===== config.mk =====
export PLATFORM = sky130hd
export DESIGN_NAME = ptyc_queue
export DESIGN_NICKNAME = d
export VERILOG_FILES = /design/src/hdl/ptyc_pkg.sv /design/src/hdl/ptyc_queue.sv
export SDC_FILE = /design/constraint.sdc
export NUM_CORES = 1
export LEC_CHECK = 0
export BUFFER_PORTS_ARGS = -buffer_cell sky130_fd_sc_hd__buf_2
export CELL_PAD_IN_SITES_DETAIL_PLACEMENT = 1
export CELL_PAD_IN_SITES_GLOBAL_PLACEMENT = 1
export CORE_ASPECT_RATIO = 0.7
export CORE_UTILIZATION = 28
export DETAILED_ROUTE_END_ITERATION = 6
export GPL_TIMING_DRIVEN = 0
export PLACE_DENSITY_LB_ADDON = 0.1
export SETUP_SLACK_MARGIN = 0.02
export SLEW_MARGIN = 20
export SYNTH_ARGS = -nofsm -noshare
export SYNTH_HDL_FRONTEND = slang
export SYNTH_SLANG_ARGS = --single-unit

===== constraint.sdc =====
create_clock -name i_clk -period 7.8 [get_ports i_clk]
set_clock_uncertainty 0.05 [all_clocks]
set_input_delay 1.56 -clock i_clk [delete_from_list [all_inputs] [get_ports i_clk]]
set_output_delay 1.56 -clock i_clk [all_outputs]
set_load 0.01 [all_outputs]

===== src/hdl/ptyc_pkg.sv =====
`default_nettype none
// ----------------------------------------------------------------------------
// ptyc_pkg: shared types and constants for the palette to YCbCr 4:2:2 block
// Colour table geometry, conversion coefficients, exact reciprocals for the
// fixed divisions, the command queue format and the gamma curve ROM.
// ----------------------------------------------------------------------------
package ptyc_pkg;

    // Colour table
    localparam int TABLE_ENTRIES = 256;
    localparam int TAB_AW        = (TABLE_ENTRIES > 1) ? $clog2(TABLE_ENTRIES) : 1;
    localparam int TAB_W         = 24;

    // Command queue between front and back
    localparam int QDEPTH = 8;
    localparam int QAW    = $clog2(QDEPTH);
    localparam int QCNT_W = $clog2(QDEPTH + 1);

    // Result buffer in the back part
    localparam int OUT_DEPTH = 4;
    localparam int OAW       = $clog2(OUT_DEPTH);
    localparam int OCNT_W    = $clog2(OUT_DEPTH + 1);

    // Item kinds
    localparam logic OP_LOAD  = 1'b0;
    localparam logic OP_PIXEL = 1'b1;

    // Luma sum: 299 r + 587 g + 114 b, at most 255000
    localparam int YNUM_W = 18;
    localparam logic [YNUM_W-1:0] KY_R = YNUM_W'(299);
    localparam logic [YNUM_W-1:0] KY_G = YNUM_W'(587);
    localparam logic [YNUM_W-1:0] KY_B = YNUM_W'(114);

    // Chroma numerators, always in 50000..25550000, so 25 bits modulo arithmetic
    localparam int CNUM_W = 25;
    localparam logic [CNUM_W-1:0] KC_OFS = CNUM_W'(12800000);
    localparam logic [CNUM_W-1:0] KCB_R  = CNUM_W'(16874);
    localparam logic [CNUM_W-1:0] KCB_G  = CNUM_W'(33126);
    localparam logic [CNUM_W-1:0] KCB_B  = CNUM_W'(50000);
    localparam logic [CNUM_W-1:0] KCR_R  = CNUM_W'(50000);
    localparam logic [CNUM_W-1:0] KCR_G  = CNUM_W'(41869);
    localparam logic [CNUM_W-1:0] KCR_B  = CNUM_W'(8131);

    // Divide by 1000: ceil(2^28 / 1000), exact for numerators below 493447
    localparam int YREC_W     = 19;
    localparam int RECIP_Y_SH = 28;
    localparam logic [YREC_W-1:0] RECIP_Y = YREC_W'(268436);
    localparam int YPROD_W    = YNUM_W + YREC_W;

    // Divide by 100000: ceil(2^41 / 100000), exact for numerators below 2^25
    localparam int CREC_W     = 25;
    localparam int RECIP_C_SH = 41;
    localparam logic [CREC_W-1:0] RECIP_C = CREC_W'(21990233);
    localparam int CPROD_W    = CNUM_W + CREC_W;

    typedef struct packed {
        logic        op;
        logic [7:0]  idx;
        logic [31:0] data;
    } t_cmd;

    typedef struct packed {
        logic              not_empty;
        logic [QCNT_W-1:0] count;
    } t_q_status;

    typedef logic [255:0][7:0] t_gamma;

    // floor(sqrt(255 * i)), one root bit per step
    function automatic t_gamma build_gamma();
        t_gamma     g;
        logic [15:0] v;
        logic [7:0]  root;
        logic [7:0]  trial;
        for (int i = 0; i < 256; i++) begin
            v    = 16'(i * 255);
            root = '0;
            for (int b = 7; b >= 0; b--) begin
                trial = root | 8'(1 << b);
                if (16'(trial) * 16'(trial) <= v) begin
                    root = trial;
                end
            end
            g[i] = root;
        end
        return g;
    endfunction

    localparam t_gamma GAMMA = build_gamma();

endpackage
`default_nettype wire


===== src/hdl/ptyc_queue.sv =====
`default_nettype none
// ----------------------------------------------------------------------------
// ptyc_queue: command queue
// Small register FIFO that decouples the conversion front from the
// table and pair back part.
// ----------------------------------------------------------------------------
module ptyc_queue
    import ptyc_pkg::*;
(
    input  wire logic  i_clk,
    input  wire logic  i_rst_n,
    input  wire logic  i_push,
    input  wire t_cmd  i_cmd,
    input  wire logic  i_pop,
    output t_cmd       o_head,
    output t_q_status  o_status
);

    t_cmd              r_mem [QDEPTH];
    logic [QAW-1:0]    r_wptr, r_rptr;
    logic [QCNT_W-1:0] r_count;

    always_ff @(posedge i_clk) begin
        if (!i_rst_n) begin
            r_wptr  <= '0;
            r_rptr  <= '0;
            r_count <= '0;
        end else begin
            if (i_push) begin
                r_wptr <= r_wptr + QAW'(1);
            end
            if (i_pop) begin
                r_rptr <= r_rptr + QAW'(1);
            end
            r_count <= r_count + QCNT_W'(i_push) - QCNT_W'(i_pop);
        end
    end

    always_ff @(posedge i_clk) begin
        if (i_push) begin
            r_mem[r_wptr] <= i_cmd;
        end
    end

    assign o_head             = r_mem[r_rptr];
    assign o_status.count     = r_count;
    assign o_status.not_empty = (r_count != '0);

endmodule
`default_nettype wire


==> results.json <==
{
  "status": "complete, no violations",
  "fin_area_sq_um": 16300,
  "dpl-instance-area_sq_um": 15100,
  "peakVddDrop_uv": 150,
  "grt-ovfl-total": 0,
  "cts_buffers": 38,
  "yosys_warnings": 0,
  "synthesis.area_sq_um": 13200,
  "crit_buf_inv": 3,
  "synth_flop_cell": "edfxtp_1",
  "crit_cells": 5,
  "p_sw_mw": 0.914,
  "synthXorXnorAreaFrac_pct": 0.331,
  "worstReg2RegEnd": "r_mem[4][40]",
  "rows": 66,
  "gp_congestion": 0.647,
  "cts_tree": "built",
  "synth.distinct_cells": 24,
  "reg2reg_from": "r_wptr[2]",
  "crit_fanout": 10,
  "regArea_sq_um": 10100,
  "num_io_pins": 91,
  "drive_gt1_share_pct": 31.7,
  "r2r_slack_ns": 5.63,
  "crit_chain": "clkbuf_2 -> buf_1 -> mux4_1 -> mux2_2 -> buf_2",
  "n_fill_cell": 4546,
  "drtAntennaViolNets": 0,
  "p_total_mw": 4.20,
  "yosys.area_share.simple_pct": 1.09,
  "cts_root_buffer": "clkbuf_16",
  "synth_top_family_by_area": "multiplexers",
  "ys_ff_latch": 341,
  "synthCells": 541,
  "clkTransAtPathRegs_ns": 0.06,
  "grt_pass1_wl_microns": 45400,
  "avgSynthCellArea_sq_um": 24.5,
  "switching_share_pct": 21.7,
  "crit_family": "buffers and inverters",
  "drv_slew": 0,
  "synth_fp_nets": 594,
  "final_common_cell": "edfxtp_1",
  "rsz0062_at_grt": "false",
  "yosysSeqAreaShare_pct": 76.3,
  "hold_class": "flip-flop to flip-flop",
  "hold_viol_final": 0,
  "multi_input_area_sq_um": 3000,
  "syn_to_final_growth_pct": 23.2,
  "final_util_pct": 35.0,
  "core-area_sq_um": 46600,
  "chipHeight_microns": 184,
  "clockPowerShare_pct": 41.5,
  "slew_headroom_pct": 42.0,
  "synth-edff-count": 328,
  "seq_power_share_pct": 49.5,
  "worst_r2r_path_depth": 4,
  "dieArea_sq_um": 48200,
  "drc": 0,
  "drt_first_iter_violations": 410,
  "vias_per_cell": 4.54,
  "end_kind": "output port",
  "power_leakage_nw": 5.41,
  "synth_area_leaders": "edfxtp_1 (74%), mux4_1 (16%), mux2_2 (3.5%)",
  "worstPathArrival_ns": 2.57,
  "synth.mux.area_fraction_pct": 19.9,
  "crit_path_start_kind": "flip-flop",
  "fin_crit_sh_pct": 53.6,
  "post_cts_resized": 0,
  "final_cells": 1344,
  "layout_common_cells": "edfxtp_1 (328), buf_2 (90), mux4_1 (80), mux2_2 (41), clkbuf_16 (41)",
  "combPwrFrac_pct": 9.1,
  "p_per_area_nw_per_um2": 258,
  "antenna_found_initial": 2,
  "clk_latency_ns": 0.52,
  "cts_setup_buffers": 0,
  "internal-power_mw": 3.29,
  "drt_first_pass_iters": 4,
  "grt_pass1_vias": 6821,
  "max_cap_viol_count": 0,
  "critPathSlowestCell": "buf_1",
  "synthAdderAreaFrac_pct": 0.813,
  "via_count": 6096,
  "cts_buffer_depth": 3,
  "crit_required_ns": 6.19,
  "async_flop_share_pct": 0,
  "worst_hold_slack_ns": 0.511,
  "wl_per_cell_microns": 22.8,
  "max_slew.worst_pin.slew_ns": 0.870,
  "initial_core_util_pct": 28.4,
  "fmax_mhz": 239,
  "dp_cells": 1274,
  "hold_buffers": 0,
  "grt_max_degree": 17,
  "crit_path_end": "o_head[29]",
  "crit_type": "flip-flop to output port",
  "cpPeakStageDelay_ns": 0.65,
  "finalCriticalPeriod_ns": 4.18,
  "synth_top_area_share_pct": 74.4,
  "htree_num_levels": 2,
  "hpwl_microns": 19900,
  "setup_violations": 0,
  "synth-compound-area-share_pct": 0.0945,
  "postRouteWirelength_microns": 30700,
  "portBuffers": 90,
  "track_usage_pct": 13.1,
  "cts_sinks": 341,
  "chipWidth_microns": 262,
  "nets": 755,
  "synth.largest_area_cell": "edfxtp_1"
}
[stage by stage]
step | setup TNS [ns] | setup slack (ns)
floorplan | 0 | 2.80
detailed placement | 0 | 4.06
finish | 0 | 3.62
global route | 0 | 3.42
CTS | 0 | 3.49
global placement | -69.24 | -0.848
[power groups by stage]
stage / Combinational (mW) / Sequential (mW) / Clock (mW)
4_1_cts: 0.397 / 2.08 / 1.80
2_1_floorplan: 0.215 / 2.12 / 0
3_5_place_dp: 0.396 / 2.12 / 0
6_report: 0.382 / 2.08 / 1.74
5_1_grt: 0.420 / 2.08 / 1.87
3_3_place_gp: 0.362 / 2.12 / 0
[synthesized netlist by cell type, types with 5 or more instances]
master,number
and2_1,7
buf_1,8
buf_6,9
clkbuf_1,6
dfxtp_1,13
edfxtp_1,328
ha_1,7
inv_1,7
mux2_2,41
mux4_1,80
nand2_1,5
nor2_1,6
[registers in the layout (all words and copies together), names as in the netlist, named ones only]
signal and flops:
r_wptr 3, r_rptr 3, r_count 4, r_mem 328
[final cells by class]
class / count / area share (%)
Sequential cell: 341 / 62.0
Multi-Input combinational cell: 169 / 18.4
Clock buffer: 56 / 6.76
Timing Repair Buffer: 121 / 6.35
Tap cell: 612 / 4.69
Buffer: 24 / 0.974
Clock inverter: 13 / 0.660
Inverter: 7 / 0.161
Antenna cell: 1 / 0.0153
[worst min-delay path: stages, from the launching register on]
cell and delay (ns):
dfxtp_1 0.32, mux2i_1 0.12, nor2b_1 0.07
[cell families after synthesis]
family	Yosys count
AOI/OAI and AO/OA	2
and+or+nand+nor	28
muxes	126
DFF	341
adders and majority gates	8
xor gates and xnor gates	5
buffers and inverters	31
[how the worst min path moves through the flow]
stage                    from         to  cells after the start
global route        r_rptr[1]  r_rptr[1]                      2
detailed placement  r_rptr[1]  flip-flop                      2
finish              r_rptr[1]  r_rptr[1]                      2
global placement    r_rptr[1]  r_rptr[1]                      2
floorplan           r_rptr[1]  flip-flop                      2
CTS                 r_rptr[1]  r_rptr[1]                      2
[metal layers]
metal / GRT usage [%] / share of wire, %
met1: 16.4 / 43
met2: 23.0 / 51
met3: 2.98 / 4.4
met4: 3.19 / 1.8
met5: 0 / 0.082
Note: power is estimated with default switching activity, not from simulation.
