File: src/hdl/ptyc_pkg.sv
`default_nettype none
// ----------------------------------------------------------------------------
// ptyc_pkg: shared types and constants for the palette to YCbCr 4:2:2 block
// Colour table geometry, conversion coefficients, exact reciprocals for the
// fixed divisions, the command queue format and the gamma curve ROM.
// ----------------------------------------------------------------------------
package ptyc_pkg;

    // Colour table
    localparam int TABLE_ENTRIES = 256;
    localparam int TAB_AW        = (TABLE_ENTRIES > 1) ? $clog2(TABLE_ENTRIES) : 1;
    localparam int TAB_W         = 24;

    // Command queue between front and back
    localparam int QDEPTH = 8;
    localparam int QAW    = $clog2(QDEPTH);
    localparam int QCNT_W = $clog2(QDEPTH + 1);

    // Result buffer in the back part
    localparam int OUT_DEPTH = 4;
    localparam int OAW       = $clog2(OUT_DEPTH);
    localparam int OCNT_W    = $clog2(OUT_DEPTH + 1);

    // Item kinds
    localparam logic OP_LOAD  = 1'b0;
    localparam logic OP_PIXEL = 1'b1;

    // Luma sum: 299 r + 587 g + 114 b, at most 255000
    localparam int YNUM_W = 18;
    localparam logic [YNUM_W-1:0] KY_R = YNUM_W'(299);
    localparam logic [YNUM_W-1:0] KY_G = YNUM_W'(587);
    localparam logic [YNUM_W-1:0] KY_B = YNUM_W'(114);

    // Chroma numerators, always in 50000..25550000, so 25 bits modulo arithmetic
    localparam int CNUM_W = 25;
    localparam logic [CNUM_W-1:0] KC_OFS = CNUM_W'(12800000);
    localparam logic [CNUM_W-1:0] KCB_R  = CNUM_W'(16874);
    localparam logic [CNUM_W-1:0] KCB_G  = CNUM_W'(33126);
    localparam logic [CNUM_W-1:0] KCB_B  = CNUM_W'(50000);
    localparam logic [CNUM_W-1:0] KCR_R  = CNUM_W'(50000);
    localparam logic [CNUM_W-1:0] KCR_G  = CNUM_W'(41869);
    localparam logic [CNUM_W-1:0] KCR_B  = CNUM_W'(8131);

    // Divide by 1000: ceil(2^28 / 1000), exact for numerators below 493447
    localparam int YREC_W     = 19;
    localparam int RECIP_Y_SH = 28;
    localparam logic [YREC_W-1:0] RECIP_Y = YREC_W'(268436);
    localparam int YPROD_W    = YNUM_W + YREC_W;

    // Divide by 100000: ceil(2^41 / 100000), exact for numerators below 2^25
    localparam int CREC_W     = 25;
    localparam int RECIP_C_SH = 41;
    localparam logic [CREC_W-1:0] RECIP_C = CREC_W'(21990233);
    localparam int CPROD_W    = CNUM_W + CREC_W;

    typedef struct packed {
        logic        op;
        logic [7:0]  idx;
        logic [31:0] data;
    } t_cmd;

    typedef struct packed {
        logic              not_empty;
        logic [QCNT_W-1:0] count;
    } t_q_status;

    typedef logic [255:0][7:0] t_gamma;

    // floor(sqrt(255 * i)), one root bit per step
    function automatic t_gamma build_gamma();
        t_gamma     g;
        logic [15:0] v;
        logic [7:0]  root;
        logic [7:0]  trial;
        for (int i = 0; i < 256; i++) begin
            v    = 16'(i * 255);
            root = '0;
            for (int b = 7; b >= 0; b--) begin
                trial = root | 8'(1 << b);
                if (16'(trial) * 16'(trial) <= v) begin
                    root = trial;
                end
            end
            g[i] = root;
        end
        return g;
    endfunction

    localparam t_gamma GAMMA = build_gamma();

endpackage
`default_nettype wire

File: src/hdl/ptyc_front.sv
`default_nettype none
// ----------------------------------------------------------------------------
// ptyc_front: input stage and colour conversion
// Accepts items, runs load colours through a three stage RGB to YCbCr
// pipeline and pushes commands into the queue. Credit-based stall.
// ----------------------------------------------------------------------------
module ptyc_front
    import ptyc_pkg::*;
(
    input  wire logic        i_clk,
    input  wire logic        i_rst_n,
    input  wire logic        i_valid,
    output logic             o_stall,
    input  wire logic        i_op,
    input  wire logic [7:0]  i_entry_index,
    input  wire logic [7:0]  i_red,
    input  wire logic [7:0]  i_green,
    input  wire logic [7:0]  i_blue,
    input  wire logic [31:0] i_pixel_word,
    input  wire t_q_status   i_q_status,
    output logic             o_push,
    output t_cmd             o_cmd
);

    logic        r_s1_valid, r_s2_valid, r_s3_valid;
    logic        r_s1_op, r_s2_op, r_s3_op;
    logic [7:0]  r_s1_idx, r_s2_idx, r_s3_idx;
    logic [31:0] r_s1_word, r_s2_word, r_s3_word;
    logic [7:0]  r_s1_red, r_s1_green, r_s1_blue;

    logic [YNUM_W-1:0]  r_s2_ynum;
    logic [CNUM_W-1:0]  r_s2_cbnum, r_s2_crnum;
    logic [YPROD_W-1:0] r_s3_yprod;
    logic [CPROD_W-1:0] r_s3_cbprod, r_s3_crprod;

    logic [YNUM_W-1:0] n_ynum;
    logic [CNUM_W-1:0] n_cbnum, n_crnum;
    logic [QCNT_W:0]   used;
    logic              accept;

    // Every queue slot is spoken for by an item in the queue or in the pipe
    assign used = {1'b0, i_q_status.count} + (QCNT_W + 1)'(r_s1_valid)
                + (QCNT_W + 1)'(r_s2_valid) + (QCNT_W + 1)'(r_s3_valid);
    assign o_stall = (used >= (QCNT_W + 1)'(QDEPTH));
    assign accept  = i_valid && !o_stall;

    always_comb begin
        n_ynum  = YNUM_W'(r_s1_red) * KY_R + YNUM_W'(r_s1_green) * KY_G
                + YNUM_W'(r_s1_blue) * KY_B;
        n_cbnum = KC_OFS + CNUM_W'(r_s1_blue) * KCB_B
                - CNUM_W'(r_s1_red) * KCB_R - CNUM_W'(r_s1_green) * KCB_G;
        n_crnum = KC_OFS + CNUM_W'(r_s1_red) * KCR_R
                - CNUM_W'(r_s1_green) * KCR_G - CNUM_W'(r_s1_blue) * KCR_B;
    end

    always_ff @(posedge i_clk) begin
        if (!i_rst_n) begin
            r_s1_valid <= 1'b0;
            r_s2_valid <= 1'b0;
            r_s3_valid <= 1'b0;
        end else begin
            r_s1_valid <= accept;
            r_s2_valid <= r_s1_valid;
            r_s3_valid <= r_s2_valid;
        end
    end

    always_ff @(posedge i_clk) begin
        if (accept) begin
            r_s1_op    <= i_op;
            r_s1_idx   <= i_entry_index;
            r_s1_red   <= i_red;
            r_s1_green <= i_green;
            r_s1_blue  <= i_blue;
            r_s1_word  <= i_pixel_word;
        end
        r_s2_op     <= r_s1_op;
        r_s2_idx    <= r_s1_idx;
        r_s2_word   <= r_s1_word;
        r_s2_ynum   <= n_ynum;
        r_s2_cbnum  <= n_cbnum;
        r_s2_crnum  <= n_crnum;
        r_s3_op     <= r_s2_op;
        r_s3_idx    <= r_s2_idx;
        r_s3_word   <= r_s2_word;
        r_s3_yprod  <= YPROD_W'(r_s2_ynum) * YPROD_W'(RECIP_Y);
        r_s3_cbprod <= CPROD_W'(r_s2_cbnum) * CPROD_W'(RECIP_C);
        r_s3_crprod <= CPROD_W'(r_s2_crnum) * CPROD_W'(RECIP_C);
    end

    always_comb begin
        o_push     = r_s3_valid;
        o_cmd.op   = r_s3_op;
        o_cmd.idx  = r_s3_idx;
        if (r_s3_op == OP_PIXEL) begin
            o_cmd.data = r_s3_word;
        end else begin
            o_cmd.data = {8'd0, GAMMA[r_s3_yprod[RECIP_Y_SH +: 8]],
                          r_s3_cbprod[RECIP_C_SH +: 8], r_s3_crprod[RECIP_C_SH +: 8]};
        end
    end

endmodule
`default_nettype wire

File: config.mk
export PLATFORM = sky130hd
export DESIGN_NAME = ptyc_front
export DESIGN_NICKNAME = d
export VERILOG_FILES = /design/src/hdl/ptyc_pkg.sv /design/src/hdl/ptyc_front.sv
export SDC_FILE = /design/constraint.sdc
export NUM_CORES = 2
export LEC_CHECK = 0
export ABC_CLOCK_PERIOD_IN_PS = 11900
export BUFFER_PORTS_ARGS = -buffer_cell sky130_fd_sc_hd__buf_2
export CAP_MARGIN = 15
export CORE_ASPECT_RATIO = 1.5
export CORE_UTILIZATION = 57
export CTS_BUF_LIST = sky130_fd_sc_hd__clkbuf_16
export DETAILED_ROUTE_END_ITERATION = 8
export HOLD_SLACK_MARGIN = 0.08
export PLACE_DENSITY = 0.74
export SETUP_SLACK_MARGIN = 0.05
export SLEW_MARGIN = 15
export SYNTH_ARGS = -nofsm -noshare
export SYNTH_HDL_FRONTEND = slang
export SYNTH_SLANG_ARGS = --single-unit
File: constraint.sdc
create_clock -name i_clk -period 11.9 [get_ports i_clk]
set_input_delay 2.38 -clock i_clk [delete_from_list [all_inputs] [get_ports i_clk]]
set_output_delay 2.38 -clock i_clk [all_outputs]
set_load 0.01 [all_outputs]
==> run metrics <==
most common library cell in the layout ignoring fill and taps=sky130_fd_sc_hd__inv_1; vias post-DR=32659; commonest cells after routing, fill and taps aside=sky130_fd_sc_hd__inv_1 (1477), sky130_fd_sc_hd__ha_1 (1140), sky130_fd_sc_hd__fa_1 (797), sky130_fd_sc_hd__dfxtp_1 (174), sky130_fd_sc_hd__a21oi_1 (137); unrepaired setup endpoints after global routing=no; Fmax=0.120 GHz; quantity of I/O buffers inserted on ports=114; Starting Density=57.8%; die width=240 um; Max Slew Vio Count=0; die height=360 um; Most Frequent Cell on Critical Path=sky130_fd_sc_hd__fa_1; Final period util=70.1%; post-synthesis to final-layout area growth=5.83%; max-cap violations=0; Setup CP Type=flip-flop to flip-flop; Initial DRC Count=1316; IO Pins=116; share of final-layout standard cells stronger than drive strength 1=4.97%; Total Negative Setup Slacks=0 ns; YS warnings=0; required time reported for the critical path endpoint=12.43 ns; number of instances in the synthesized netlist=4818; cell with the biggest individual delay on the critical path=sky130_fd_sc_hd__edfxtp_1; CTS tree=built; endpoint type of the worst setup path=flip-flop; post-synth cell types=87; Inserted Clock Buffers=27; number of buffers added to fix hold violations after cts=0; clock slew at the register clock pins of the worst setup and hold paths=0.06 ns; CP Data Arrival Time=8.87 ns; overall overflow remaining after global route=0; number of buffers on the longest clock path=3; highest fanout seen on the critical path=9; Synth Area per Inst=10.1 um2; r2r worst-path depth=28; setup slack of the most critical reg-to-reg path=3.56 ns; post-route minimum period=8.34 ns; crit path to=r_s2_crnum[24]; startpoint type of the worst setup path=flip-flop; CTS Root Cell=sky130_fd_sc_hd__clkbuf_16; Final Hold Violating Endpoints=0; CTS-repair resized insts=0; Async SR Flop Fraction=0%; clock sink total=240; Worst Hold Launch=r_s2_word[20]; status=completed; Worst Tran Pin Value=1.14 ns; portion of the post-synthesis area used by sequential elements=11.2%; level count of the clock H-tree=1; worst slew margin relative to its limit=23.9%; antenna diode count=0; net count after synthesis=6828; global-route wire length before repair=180000 um; number of antenna violations at the first check in global routing=2; delay of the slowest cell on the worst path=0.73 ns; overall die area=86500 um2; Fin Clk Skew=0.0308 ns; area of the placeable core=84100 um2; clock latency on the worst-skew pair=0.60 ns; number of placement rows=130; most instantiated flip-flop cell in the synthesis netlist=sky130_fd_sc_hd__dfxtp_1; HPWL after detailed placement=93800 um; worst min path class=flip-flop to flip-flop; Vias/cell=5.36; synthesized area=48600 um2; flip-flop and latch count after synthesis=240; maximum number of pins on one net before global-route repair=66; length of the first detailed-routing pass in iterations=5; count of unresolved DRC violations after routing=0; number of nets in the layout=6958; Tot GR Track Use=26.5%; end of the worst register-to-register path=r_s2_crnum[24]; Critical Path Start=r_s1_red[1]; Final Non-Filler Cells=6091; Reg-to-Reg Start=r_s1_red[1]; number of instances in the placed design=6041; vias in the first global route=36325; final routed wire length divided by cell count=17.7 um; number of antenna-violating nets in the routed design=0; weighted congestion at the end of routability-driven global placement=0.936; Setup violations, final=0; final wirelength=108000 um; post-CTS setup buffer count=0; number of enable-type register cells in the synthesized netlist=65
==> worst min path at each step <==
stage / to / cells past startpoint
after floorplan: r_s3_idx[0] / 0
after global placement: r_s3_word[27] / 0
after detailed placement: r_s3_idx[5] / 0
after CTS: r_s3_word[20] / 0
after global routing: r_s3_word[20] / 0
final: r_s3_word[20] / 0
==> stage by stage <==
| stage | instance area (um2) | setup WS, ns | utilization [%] | hold slack, ns |
|---|---|---|---|---|
| 2_1_floorplan | 48600 | 4.49 | - | 0.310 |
| 3_3_place_gp | 50600 | 3.55 | 60.2 | 0.310 |
| 3_5_place_dp | 50600 | 3.57 | 60.2 | 0.312 |
| 4_1_cts | 51500 | 3.56 | 61.2 | 0.296 |
| 5_1_grt | 51500 | 3.14 | 61.2 | 0.314 |
| 6_report | 51500 | 3.56 | 61.2 | 0.312 |
==> registers in the layout, indices dropped and copies added, names as in the netlist, 17 cells and up, named ones only <==
signal / cells
r_s3_word: 32
r_s2_cbnum: 24
r_s2_word: 32
r_s2_crnum: 25
r_s1_word: 32
r_s2_ynum: 17
==> cell type report <==
type	instances	area, um2
multi-input combinational	3060	37400
sequential	240	5460
clock buffer	27	676
tap	1122	1400
inverter	1477	5540
fill	7065	32600
timing repair buffer	142	781
clock inverter	23	173
==> cell usage after synthesis, types with 7 or more instances <==
cell,number,area share (%)
sky130_fd_sc_hd__a211oi_1,25,0.39
sky130_fd_sc_hd__a221oi_1,9,0.16
sky130_fd_sc_hd__nand3_1,37,0.38
sky130_fd_sc_hd__a21oi_1,137,1.4
sky130_fd_sc_hd__a21boi_0,12,0.19
sky130_fd_sc_hd__edfxtp_1,65,4.0
sky130_fd_sc_hd__o2111ai_1,8,0.14
sky130_fd_sc_hd__nand4_1,16,0.21
sky130_fd_sc_hd__o211ai_1,22,0.34
sky130_fd_sc_hd__nor3_1,54,0.56
sky130_fd_sc_hd__o21ai_0,76,0.78
sky130_fd_sc_hd__mux2_2,24,0.56
sky130_fd_sc_hd__a31oi_1,17,0.22
sky130_fd_sc_hd__and3_1,11,0.14
sky130_fd_sc_hd__nand2_1,102,0.79
sky130_fd_sc_hd__dfxtp_1,175,7.2
sky130_fd_sc_hd__inv_1,1476,11
sky130_fd_sc_hd__o21bai_1,17,0.26
sky130_fd_sc_hd__xor2_1,34,0.61
sky130_fd_sc_hd__o31ai_1,7,0.11
sky130_fd_sc_hd__o21a_1,25,0.39
sky130_fd_sc_hd__a2111oi_0,8,0.14
sky130_fd_sc_hd__ha_1,1140,29
sky130_fd_sc_hd__clkbuf_1,16,0.12
sky130_fd_sc_hd__o21ai_1,7,0.072
sky130_fd_sc_hd__or3_1,10,0.13
sky130_fd_sc_hd__fa_1,797,33
sky130_fd_sc_hd__nand2b_1,17,0.22
sky130_fd_sc_hd__xnor2_1,108,1.9
sky130_fd_sc_hd__a21o_1,55,0.85
sky130_fd_sc_hd__nor4_1,7,0.090
sky130_fd_sc_hd__buf_2,14,0.14
sky130_fd_sc_hd__nor2_1,117,0.90
sky130_fd_sc_hd__nor2b_1,16,0.21
sky130_fd_sc_hd__and2_1,18,0.23
==> critical path, delay by kind of cell (launching register included) <==
kind,cells,cell delay (ns)
AOI/OAI and AO/OA,8,1.69
adders and majority gates,10,4.28
DFF,1,0.73
buffers and inverters,6,0.74
and+or+nand+nor,3,0.68
xor gates and xnor gates,1,0.16
==> logic make-up after synthesis <==
kind of cell | Yosys count | synth area share (%)
adders and majority gates | 1937 | 62.1
buffers and inverters | 1518 | 11.8
AOI/OAI and AO/OA | 510 | 7.13
and+or+nand+nor | 443 | 4.50
DFF | 240 | 11.2
xor gates and xnor gates | 142 | 2.56
muxes | 28 | 0.638
==> layer usage <==
layer / up-vias / global-route usage [%] / share of wire (%)
li1: 15467 / - / -
met1: 16209 / 29.9 / 38
met2: 689 / 49.5 / 52
met3: 290 / 2.32 / 3.5
met4: 4 / 12.5 / 5.6
met5: - / 0 / 0.023
Power is left out: the tool's default activity adds up to more than one toggle a clock period on the data nets, which glitch-free logic cannot reach.
